**config.mk**
```make
export PLATFORM = sky130hd
export DESIGN_NAME = fpalu_div_cell
export DESIGN_NICKNAME = d
export VERILOG_FILES = /design/src/rtl/assert_macros.svh /design/src/rtl/fpalu_div_cell.sv
export SDC_FILE = /design/constraint.sdc
export NUM_CORES = 1
export LEC_CHECK = 0
export BUFFER_PORTS_ARGS = -buffer_cell sky130_fd_sc_hd__buf_4
export CORE_MARGIN = 5
export CORE_UTILIZATION = 39
export CTS_BUF_LIST = sky130_fd_sc_hd__clkbuf_4 sky130_fd_sc_hd__clkbuf_8 sky130_fd_sc_hd__clkbuf_16
export CTS_CLUSTER_DIAMETER = 60
export DETAILED_ROUTE_END_ITERATION = 10
export PLACE_DENSITY = 0.74
export SLEW_MARGIN = 20
export SYNTH_ARGS = -nofsm -noshare
export SYNTH_HDL_FRONTEND = slang
export SYNTH_SLANG_ARGS = --single-unit
```
**constraint.sdc**
```tcl
create_clock -name clk -period 1.4 [get_ports clk]
set_input_delay 0.14 -clock clk [delete_from_list [all_inputs] [get_ports clk]]
set_output_delay 0.14 -clock clk [all_outputs]
set_load 0.01 [all_outputs]
```
**src/rtl/assert_macros.svh**
```systemverilog
// Assertion macros used by the ALU core.
`ifndef ASSERT_MACROS_SVH
`define ASSERT_MACROS_SVH
// Implication checked on every rising clock edge outside reset.
`define ASSERT_IMPL(label, clk, rst_n, ante, cons, msg) \
	label: assert property (@(posedge clk) disable iff (!rst_n) (ante) |-> (cons)) \
		else $error(msg);
// Next-cycle implication checked outside reset.
`define ASSERT_NEXT(label, clk, rst_n, ante, cons, msg) \
	label: assert property (@(posedge clk) disable iff (!rst_n) (ante) |=> (cons)) \
		else $error(msg);
`endif

```
**src/rtl/fpalu_div_cell.sv**
```systemverilog
// One restoring-division cell: takes one quotient bit per clock while adv is high and hands on.
module fpalu_div_cell #(
	parameter int NumBits = 40,
	parameter int DenBits = 32
) (
	input  logic               clk,
	input  logic               arst_n,
	input  logic               adv,
	input  logic               vld_in,
	input  logic [NumBits-1:0] num_in,
	input  logic [DenBits:0]   rem_in,
	input  logic [DenBits-1:0] den_in,
	output logic               vld_q,
	output logic [NumBits-1:0] num_q,
	output logic [DenBits:0]   rem_q,
	output logic [DenBits-1:0] den_q
);
	logic [DenBits+1:0] shifted;
	logic [DenBits+1:0] diff;

	// Shift in the next dividend bit and trial-subtract the divisor.
	always_comb begin
		shifted = {rem_in, num_in[NumBits-1]};
		diff = shifted - {2'b00, den_in};
	end

	always_ff @(posedge clk or negedge arst_n) begin
		if (!arst_n) begin
			vld_q <= 1'b0;
		end else if (adv) begin
			vld_q <= vld_in;
		end
	end

	// Advance the partial remainder; the freed low bit takes the quotient bit.
	always_ff @(posedge clk) begin
		if (adv) begin
			den_q <= den_in;
			if (!diff[DenBits+1]) begin
				rem_q <= diff[DenBits:0];
				num_q <= {num_in[NumBits-2:0], 1'b1};
			end else begin
				rem_q <= shifted[DenBits:0];
				num_q <= {num_in[NumBits-2:0], 1'b0};
			end
		end
	end
endmodule

```
### Word-level counts from Yosys, hierarchy flattened

Cells that the tools add are included.
W data, S select, Z words.

| word-level totals | value |
|---|---|
| bits in registers | 106 |
| bits of input ports | 109 |
| output and inout bits | 106 |
| word-level logic and storage cells | 7 |

| operators by class | value |
|---|---|
| add/sub/neg operators | 1 |
| muxes and demuxes | 2 |

Operators with widths:

| cell | number |
|---|---|
| $sub A34 B32 Y34 | 1 |
| $mux W33 | 1 |
| $mux W1 | 1 |

### Depth between registers and ports, before layout

Gate-level depths: netlist (run 1).

| logic depth | value |
|---|---|
| depth after elaboration | 2 |
| depth in mapped cells | 14 |
| depth with buffers taken out | 12 |

### Least setup slack after synthesis (run 1)

OpenSTA, ideal clock, no wires.

| path | value |
|---|---|
| path kind | input -> register |
| start | in den_in[3] |
| end | reg rem_q[10] (data pin) |
| library setup time | 260 ps |
| data arrival time | 2372 ps |
| data required time | 1140 ps |
| setup slack | -1232 ps |
| stages | 13 |
| path buffers | 2 |
| cell sequence | inv_1 -> ha_1 -> a21o_1 -> a21oi_1 -> a21oi_2 -> o2111ai_2 -> nand4_2 -> nand2_2 -> a2bb2oi_2 -> and2_4 -> buf_12 -> buf_8 -> mux2_4 |

| on the way | value |
|---|---|
| word-level cells in the longest chain between the ends | 2 |

RTL lines:

| item | line | source |
|---|---|---|
| start, declared | fpalu_div_cell.sv:12 | `input logic [DenBits-1:0] den_in,` |
| $sub A34 B32 Y34 | fpalu_div_cell.sv:24 | `diff = shifted - {2'b00, den_in};` |
| $mux W33 | fpalu_div_cell.sv:39 | `if (!diff[DenBits+1]) begin` |
| end signal, assigned | fpalu_div_cell.sv:40 | `rem_q <= diff[DenBits:0];` |
| end signal, assigned | fpalu_div_cell.sv:43 | `rem_q <= shifted[DenBits:0];` |
| end, declared | fpalu_div_cell.sv:15 | `output logic [DenBits:0] rem_q,` |

No other way between the ends.
A chain may end at the register's enable or synchronous reset.

### Worst setup path after layout (run 1)

| path | value |
|---|---|
| start | in den_in[5] |
| end | reg rem_q[30] (data pin) |

Same word-level chain as after synthesis.

==> flow_metrics.env, run 1 <==
export IMPL_final_cell_mix="buf_4, edfxtp_1, dlygate4sd3_1"
export IMPL_synth_ff_type="edfxtp_1"
export IMPL_track_usage=0.198
export IMPL_gp_congestion=0.908
export IMPL_path_class="in -> reg"
export IMPL_synthesis_nets=552
export IMPL_vias=4936
export IMPL_leakage_nw=4.50
export IMPL_setup_ws_ps=-966
export IMPL_reg2reg_slack_ps=660
export IMPL_tritoncts="done"
export IMPL_skew_ps=0
export IMPL_worstHoldPathType="in -> reg"
export IMPL_r2r_start="vld_q"
export IMPL_crit_family="compound AO/OA/AOI/OAI gates"
export IMPL_ys_ff_latch=106
export IMPL_worstPathRequired_ps=1520
export IMPL_drt_iter0_drc=256
export IMPL_worstPathArrival_ps=2480
export IMPL_start_util=0.401
export IMPL_path_depth=13
export IMPL_critical_path_endpoint="rem_q[30]"
export IMPL_cts_made_buffers=9
export IMPL_fin_crit_sh=1.69
export IMPL_die_y_um=130
export IMPL_async_reset_ff_frac=0.00943
export IMPL_syn_area_per_cell_um2=13.6
export IMPL_via_per_inst=4.85
export IMPL_period_needed_ps=2370
export IMPL_grt_max_degree=49
export IMPL_power_density_mw_per_mm2=982
export IMPL_clock_sinks=106
export IMPL_fill_cells=905
export IMPL_dieWidth_um=130
export IMPL_cp_slowest_cell="a221o_1"
export IMPL_post_place_ws_ps=-1440
export IMPL_grt_pass1_wl_mm=26.1
export IMPL_worst_setup_path_end_kind="flop"
export IMPL_worstPathMaxFanout=3
export IMPL_cp_num_buf_inv=3
export IMPL_rsz0062_at_grt="yes"
export IMPL_drc=0
export IMPL_clkSlewWorstSetupHoldPaths_ps=80
export IMPL_timing_rr_end="vld_q"
export IMPL_start_kind="input port"
export IMPL_slew_headroom=0.702
export IMPL_layout_nets=974
export IMPL_htreeDepth=3
export IMPL_place_area_mm2=0.00835
export IMPL_finalInstanceArea_mm2=0.00994
export IMPL_cp_startpoint="den_in[5]"
export IMPL_diodes=0
export IMPL_final_layout_size_suffix_gt1_frac=0.560
export IMPL_setup_violations=34
export IMPL_drt_pre_antenna_iters=4
export IMPL_rows=43
export IMPL_final_common_cell="buf_4"
export IMPL_cap_violations=0
export IMPL_syn_inst=410
export IMPL_violations="setup timing"
export IMPL_routedWlPerCell_um=17.2
export IMPL_cp_cell_sequence="buf_8, inv_4, ha_4, a21o_1, or3_4, o211a_4, o21ai_4, o21ai_2, a221o_1, buf_6, a21oi_4, xnor2_2, mux2_4"
export IMPL_tightestPinTransition_ps=442
export IMPL_root_buffer="clkbuf_16"
export IMPL_worst_r2r_cell_count=1
export IMPL_finalHoldViolCount=0
export IMPL_max_freq_mhz=423
export IMPL_fp_dieArea_mm2=0.0168
export IMPL_yosysSeqAreaShare=0.569
export IMPL_ys_warn_count=0
export IMPL_ant_nets=0
export IMPL_grt_overflow=0
export IMPL_area_growth_pct=78.1
export IMPL_clockBufferDepth=2
export IMPL_core_area_mm2=0.0139
export IMPL_status="finished with violations"
export IMPL_maxSlewViolCount=0
export IMPL_cp_slowest_stage_delay_ps=370
export IMPL_port_buffers=214
export IMPL_syn_area_mm2=0.00558
export IMPL_peakVddDrop_uv=580
export IMPL_synth_edff_count=105
export IMPL_antenna_found_initial=0
export IMPL_hpwl_mm=12.5
export IMPL_io_pins=215
export IMPL_synth_distinct_cells=64
export IMPL_clock_latency_ps=350
export IMPL_grt_pass1_vias=5308
export IMPL_tns_ps=-28790
export IMPL_wl_mm=17.5
synthesized netlist by cell type (all sizes together) (5+ instances only):
master / count / area share
a21o: 17 / 0.023
mux2: 28 / 0.073
a31oi: 6 / 0.0067
xnor2: 19 / 0.030
inv: 39 / 0.026
nand3: 6 / 0.0054
ha: 32 / 0.072
edfxtp: 105 / 0.56
buf: 5 / 0.013
and3: 5 / 0.0063
o21a: 7 / 0.0094
nand2: 15 / 0.011
o21ai: 12 / 0.012
a21oi: 28 / 0.026
nor2: 19 / 0.013
nor3: 5 / 0.0045
xor2: 7 / 0.011
power by group:
part           internal, W  switching (W)
Sequential         0.00388       0.000103
Clock              0.00127        0.00127
Combinational      0.00190        0.00133
final cells by class:
type,instances,area (um2),share of cell area
clock buffer,10,233,0.0234
clock inverter,6,57.6,0.00579
multi-input combinational,258,2550,0.257
timing repair buffer,418,3520,0.354
sequential,106,3180,0.320
tap,180,225,0.0227
inverter,39,171,0.0172
stage by stage:
step	total power [W]	util	hold WS, ps	cells
after floorplan	0.00537	-	-156	410
after global placement	0.00669	0.599	-84.8	909
after detailed placement	0.00677	0.599	-82.6	909
after CTS	0.00970	0.697	17.0	1012
after global routing	0.0102	0.713	26.5	1017
final	0.00976	0.713	27.1	1017
worst min path at each step:
| stage | start | endpoint | slack [ps] | cells after the start |
|---|---|---|---|---|
| final | vld_in | vld_q | 30 | 2 |
| after global routing | vld_in | vld_q | 30 | 2 |
| after CTS | vld_in | vld_q | 20 | 2 |
| after detailed placement | arst_n | vld_q | -80 | 1 |
| after global placement | arst_n | vld_q | -80 | 1 |
| after floorplan | arst_n | vld_q | -160 | 0 |
kinds of logic (layout without fill, tap and decap cells):
| kind of cell | count (synthesis) | count (layout) | share of synthesized area |
|---|---|---|---|
| mux | 32 | 32 | 0.0798 |
| buf+inv | 46 | 473 | 0.0430 |
| flops | 106 | 106 | 0.569 |
| fa+ha+maj | 33 | 33 | 0.0753 |
| compound gates | 96 | 96 | 0.125 |
| simple gates | 71 | 71 | 0.0668 |
| xor+xnor | 26 | 26 | 0.0408 |
state kept, by name (all words and copies together), names as in the netlist:
name   flops
vld_q      1
num_q     40
den_q     32
rem_q     33
what timing repair did:
action | in CTS | in global routing
buffers inserted | 15 | 5
pin swaps | 25 | 31
resized for setup | 42 | 38
hold buffers | 70 | 0
setup endpoints to repair | 34 | 34
hold endpoints to repair | 70 | 0
cloned | 2 | 0
routing by layer:
metal,track usage,vias to the layer above,part of all wire,wire length (um)
met5,0,-,0,0
met4,0.0752,0,0.026,447
met3,0.0462,35,0.080,1400
met2,0.354,185,0.51,8850
met1,0.230,2333,0.39,6760
li1,-,2383,-,-
Power figures use the tool's default switching activity.
==> run 2, diff against run 1 <==
--- a/config.mk
+++ b/config.mk
@@ -6,12 +6,14 @@
 export NUM_CORES = 1
 export LEC_CHECK = 0
 export BUFFER_PORTS_ARGS = -buffer_cell sky130_fd_sc_hd__buf_4
+export CELL_PAD_IN_SITES_DETAIL_PLACEMENT = 0
+export CELL_PAD_IN_SITES_GLOBAL_PLACEMENT = 1
 export CORE_MARGIN = 5
 export CORE_UTILIZATION = 39
 export CTS_BUF_LIST = sky130_fd_sc_hd__clkbuf_4 sky130_fd_sc_hd__clkbuf_8 sky130_fd_sc_hd__clkbuf_16
 export CTS_CLUSTER_DIAMETER = 60
 export DETAILED_ROUTE_END_ITERATION = 10
-export PLACE_DENSITY = 0.74
+export PLACE_DENSITY = 0.89
 export SLEW_MARGIN = 20
 export SYNTH_ARGS = -nofsm -noshare
 export SYNTH_HDL_FRONTEND = slang
==> flow_metrics.env, run 2 (same netlist as run 1, synthesis figures left out) <==
export IMPL_reg2reg_slack_ps=620
export IMPL_drt_iter0_drc=249
export IMPL_tightestPinTransition_ps=320
export IMPL_wl_mm=18.9
export IMPL_seqCellArea_mm2=0.00318
export IMPL_top_register="num_q"
export IMPL_r2r_start="vld_q"
export IMPL_final_layout_size_suffix_gt1_frac=0.575
export IMPL_die_y_um=130
export IMPL_timing_rr_end="vld_q"
export IMPL_worstHoldPathType="in -> reg"
export IMPL_drc=0
export IMPL_final_common_cell="buf_4"
export IMPL_wl_met2_mm=10.1
export IMPL_vias=5018
export IMPL_layout_nets=985
export IMPL_wl_met1_mm=7.15
export IMPL_cp_slowest_stage_delay_ps=290
export IMPL_tritoncts="done"
export IMPL_clock_latency_ps=350
export IMPL_top_layer="met4"
export IMPL_period_needed_ps=2300
export IMPL_cts_made_buffers=9
export IMPL_clock_sinks=106
export IMPL_dieWidth_um=130
export IMPL_setup_violations=34
export IMPL_max_freq_mhz=434
export IMPL_diodes=0
export IMPL_ant_nets=0
export IMPL_core_area_mm2=0.0139
export IMPL_total_power_w=0.00980
export IMPL_rsz0062_at_grt="yes"
export IMPL_fin_crit_sh=1.65
export IMPL_area_growth_pct=80.4
export IMPL_slew_headroom=0.784
export IMPL_leakage_nw=4.52
export IMPL_setup_ws_ps=-904
export IMPL_critical_path_endpoint="rem_q[29]"
export IMPL_largest_reg_flops=40
export IMPL_cp_startpoint="den_in[6]"
export IMPL_hpwl_mm=12.7
export IMPL_cp_num_buf_inv=3
export IMPL_root_buffer="clkbuf_16"
export IMPL_start_kind="input port"
export IMPL_worst_setup_path_end_kind="flop"
export IMPL_io_pins=215
export IMPL_worst_r2r_cell_count=1
export IMPL_route_met3_wl_mm=1.31
export IMPL_grt_overflow=0
export IMPL_grt_pass1_vias=5294
export IMPL_skew_ps=0
export IMPL_crit_family="compound AO/OA/AOI/OAI gates"
export IMPL_path_depth=12
export IMPL_cp_slowest_cell="a32o_2"
export IMPL_worstPathArrival_ps=2400
export IMPL_antenna_found_initial=0
export IMPL_gp_congestion=0.897
export IMPL_maxSlewViolCount=0
export IMPL_rows=43
export IMPL_clkSlewWorstSetupHoldPaths_ps=70
export IMPL_grt_pass1_wl_mm=27.8
export IMPL_finalHoldViolCount=0
export IMPL_fill_cells=917
export IMPL_track_usage=0.215
export IMPL_multi_input_area_mm2=0.00265
export IMPL_violations="setup timing"
export IMPL_cap_violations=0
export IMPL_worstPathMaxFanout=7
export IMPL_htreeDepth=3
export IMPL_path_class="in -> reg"
export IMPL_peakVddDrop_uv=547
export IMPL_clockBufferDepth=2
export IMPL_final_cell_mix="buf_4, edfxtp_1, dlygate4sd3_1"
export IMPL_via_per_inst=4.88
export IMPL_largestRegisters="num_q: 40 flops, rem_q: 33 flops, den_q: 32 flops"
export IMPL_post_place_ws_ps=-1420
export IMPL_power_density_mw_per_mm2=973
export IMPL_cp_cell_sequence="buf_6, inv_12, ha_4, a21o_1, a32o_2, o2111ai_4, nand4_4, nand2_4, a2bb2oi_2, and2_4, buf_12, mux2_4"
export IMPL_status="finished with violations"
export IMPL_drt_pre_antenna_iters=4
export IMPL_worstPathRequired_ps=1500
export IMPL_start_util=0.401
export IMPL_grt_max_degree=39
export IMPL_routedWlPerCell_um=18.4
export IMPL_fp_dieArea_mm2=0.0168
export IMPL_port_buffers=214
==> run 2: through the flow <==
step / instance area (um2) / util / std cells / setup TNS (ps) / hold WS [ps]
2_1_floorplan: 5730 / - / 410 / -34990 / -156
3_3_place_gp: 8360 / 0.600 / 909 / -44170 / -84.7
6_report: 10100 / 0.723 / 1028 / -29860 / 35.4
5_1_grt: 10100 / 0.723 / 1028 / -32300 / 30.8
3_5_place_dp: 8360 / 0.600 / 909 / -45880 / -84.0
4_1_cts: 9800 / 0.704 / 1017 / -29370 / 19.4
==> run 2: power by group <==
group	internal [W]	switching, W	total (W)
clock network	0.00125	0.00123	0.00248
logic	0.00193	0.00140	0.00333
registers	0.00388	0.000107	0.00399
==> run 2: how the worst min path moves through the flow <==
stage               startpoint     to  slack, ps  cells past startpoint
floorplan               arst_n  vld_q       -160                      0
global placement        arst_n  vld_q        -80                      1
detailed placement      arst_n  vld_q        -80                      1
CTS                     vld_in  vld_q         20                      2
global route            vld_in  vld_q         30                      2
finish                  vld_in  vld_q         40                      2
==> run 2: area by class of cell <==
| type | count | share of cell area |
|---|---|---|
| Clock buffer | 10 | 0.0231 |
| Clock inverter | 6 | 0.00522 |
| Inverter | 39 | 0.0170 |
| Multi-Input combinational cell | 258 | 0.264 |
| Sequential cell | 106 | 0.316 |
| Tap cell | 180 | 0.0224 |
| Timing Repair Buffer | 429 | 0.353 |
==> run 2: what timing repair did <==
item / 4_1_cts / 5_1_grt
gates cloned: 2 / 0
pin swaps: 31 / 35
hold buffers: 70 / 0
buffers inserted: 21 / 14
hold endpoints to repair: 70 / 0
resized for setup: 59 / 48
setup endpoints to repair: 34 / 34
==> run 2: per-layer routing <==
| layer | track usage | up-vias |
|---|---|---|
| li1 | - | 2405 |
| met2 | 0.401 | 180 |
| met3 | 0.0453 | 25 |
| met4 | 0.0630 | 0 |
| met1 | 0.246 | 2408 |
| met5 | 0 | - |
==> run 3, diff against run 2 <==
--- a/config.mk
+++ b/config.mk
@@ -9,11 +9,11 @@
 export CELL_PAD_IN_SITES_DETAIL_PLACEMENT = 0
 export CELL_PAD_IN_SITES_GLOBAL_PLACEMENT = 1
 export CORE_MARGIN = 5
-export CORE_UTILIZATION = 39
+export CORE_UTILIZATION = 35
 export CTS_BUF_LIST = sky130_fd_sc_hd__clkbuf_4 sky130_fd_sc_hd__clkbuf_8 sky130_fd_sc_hd__clkbuf_16
 export CTS_CLUSTER_DIAMETER = 60
 export DETAILED_ROUTE_END_ITERATION = 10
-export PLACE_DENSITY = 0.89
+export PLACE_DENSITY = 0.82
 export SLEW_MARGIN = 20
 export SYNTH_ARGS = -nofsm -noshare
 export SYNTH_HDL_FRONTEND = slang
==> flow_metrics.env, run 3 (same netlist as run 1, synthesis figures left out) <==
export IMPL_grt_pass1_wl_mm=26.6
export IMPL_ant_nets=0
export IMPL_final_layout_size_suffix_gt1_frac=0.555
export IMPL_clockBufferDepth=2
export IMPL_grt_pass1_vias=5278
export IMPL_worstPathArrival_ps=2360
export IMPL_final_cell_mix="buf_4, edfxtp_1, dlygate4sd3_1"
export IMPL_skew_ps=0
export IMPL_start_kind="input port"
export IMPL_drt_pre_antenna_iters=4
export IMPL_diodes=0
export IMPL_grt_max_degree=45
export IMPL_place_inst=935
export IMPL_die_y_um=136
export IMPL_period_needed_ps=2260
export IMPL_tritoncts="done"
export IMPL_cts_made_buffers=9
export IMPL_status="finished with violations"
export IMPL_start_util=0.354
export IMPL_routedWlPerCell_um=16.8
export IMPL_instances_no_fill=1034
export IMPL_violations="setup timing"
export IMPL_antenna_found_initial=0
export IMPL_power_density_mw_per_mm2=985
export IMPL_path_class="in -> reg"
export IMPL_hpwl_mm=12.5
export IMPL_clock_sinks=106
export IMPL_setup_violations=34
export IMPL_layout_nets=955
export IMPL_drc=0
export IMPL_core_area_mm2=0.0158
export IMPL_fp_dieArea_mm2=0.0186
export IMPL_peakVddDrop_uv=585
export IMPL_worstPathMaxFanout=4
export IMPL_largestRegisters="num_q: 40 flops, rem_q: 33 flops, den_q: 32 flops"
export IMPL_largest_reg_flops=40
export IMPL_rsz0062_at_grt="yes"
export IMPL_setup_ws_ps=-858
export IMPL_fin_crit_sh=1.61
export IMPL_tightestPinTransition_ps=293
export IMPL_io_pins=215
export IMPL_dieWidth_um=136
export IMPL_root_buffer="clkbuf_16"
export IMPL_track_usage=0.184
export IMPL_clkSlewWorstSetupHoldPaths_ps=80
export IMPL_holdWs_ps=48.7
export IMPL_clock_latency_ps=350
export IMPL_vias=4812
export IMPL_worst_setup_path_end_kind="flop"
export IMPL_wl_mm=17.4
export IMPL_drt_iter0_drc=220
export IMPL_area_growth_pct=76.2
export IMPL_slew_headroom=0.803
export IMPL_cap_violations=0
export IMPL_final_common_cell="buf_4"
export IMPL_grt_overflow=0
export IMPL_rows=46
export IMPL_top_register="num_q"
export IMPL_worstHoldPathType="in -> reg"
export IMPL_port_buffers=214
export IMPL_tns_ps=-26840
export IMPL_finalHoldViolCount=0
export IMPL_htreeDepth=3
export IMPL_via_per_inst=4.65
export IMPL_maxSlewViolCount=0
export IMPL_gp_congestion=0.872
export IMPL_max_freq_mhz=443
export IMPL_leakage_nw=4.38
export IMPL_worstPathRequired_ps=1500
export IMPL_final_core_util=0.624
## run 3: changes by cell type in the layout (fill, tap and decap cells not counted), sizes merged
cell         previous run  this run
dlygate4sd3            70        69
buf                   359       330
inv                    41        43
clkinvlp                4         0
clkbuf                 10         9
clkinv                  0         3
## run 3: routing by layer
metal  vias up  part of all wire  track usage
li1       2342                 -            -
met1      2277              0.40        0.210
met2       167              0.50        0.328
met3        26             0.080       0.0511
met4         0             0.022       0.0677
met5         -                 0            0
## run 3: what timing repair did
item | CTS | global route
resized for setup | 46 | 48
hold buffers | 69 | 0
pin swaps | 14 | 29
setup endpoints to repair | 34 | 34
gates cloned | 2 | 0
hold endpoints to repair | 69 | 0
buffers inserted | 12 | 6
## run 3: critical path: stages
cell,delay (ps)
buf_8,100
inv_4,50
ha_4,210
a21oi_4,190
nand2_1,80
a221o_1,430
o21ai_4,200
o21ai_4,100
a221o_1,380
a21oi_2,160
xnor2_1,80
mux2_4,250
## run 3: layout make-up
cell class	count	area (um2)
clock buffer	9	225
clock inverter	7	71.3
fill	1245	5930
inverter	39	169
multi-input combinational	258	2620
sequential	106	3180
tap	216	270
timing repair buffer	399	3310
## run 3: per-stage QoR
stage	power [W]	worst slack [ps]	area, um2
6_report	0.00969	-858	9840
3_3_place_gp	0.00671	-1350	8330
3_5_place_dp	0.00675	-1380	8330
2_1_floorplan	0.00537	-1080	5730
5_1_grt	0.0102	-932	9840
4_1_cts	0.00967	-924	9640
## run 3: report_power, final
group / switching [W] / leakage, nW / internal, W
Clock: 0.00130 / 0.144 / 0.00126
Combinational: 0.00131 / 3.20 / 0.00183
Sequential: 0.000107 / 1.04 / 0.00388
## run 3: final timing paths
| check | slack (ps) | endpoint | cells past startpoint | from |
|---|---|---|---|---|
| max | -860 | rem_q[30] | 12 | den_in[12] |
| max in group asynchronous | 1220 | vld_q | 2 | arst_n |
| min | 50 | den_q[5] | 2 | den_in[5] |
| max reg2reg | 660 | vld_q | 1 | vld_q |
| min in group asynchronous | 100 | vld_q | 2 | arst_n |
| min reg2reg | 520 | vld_q | 1 | vld_q |
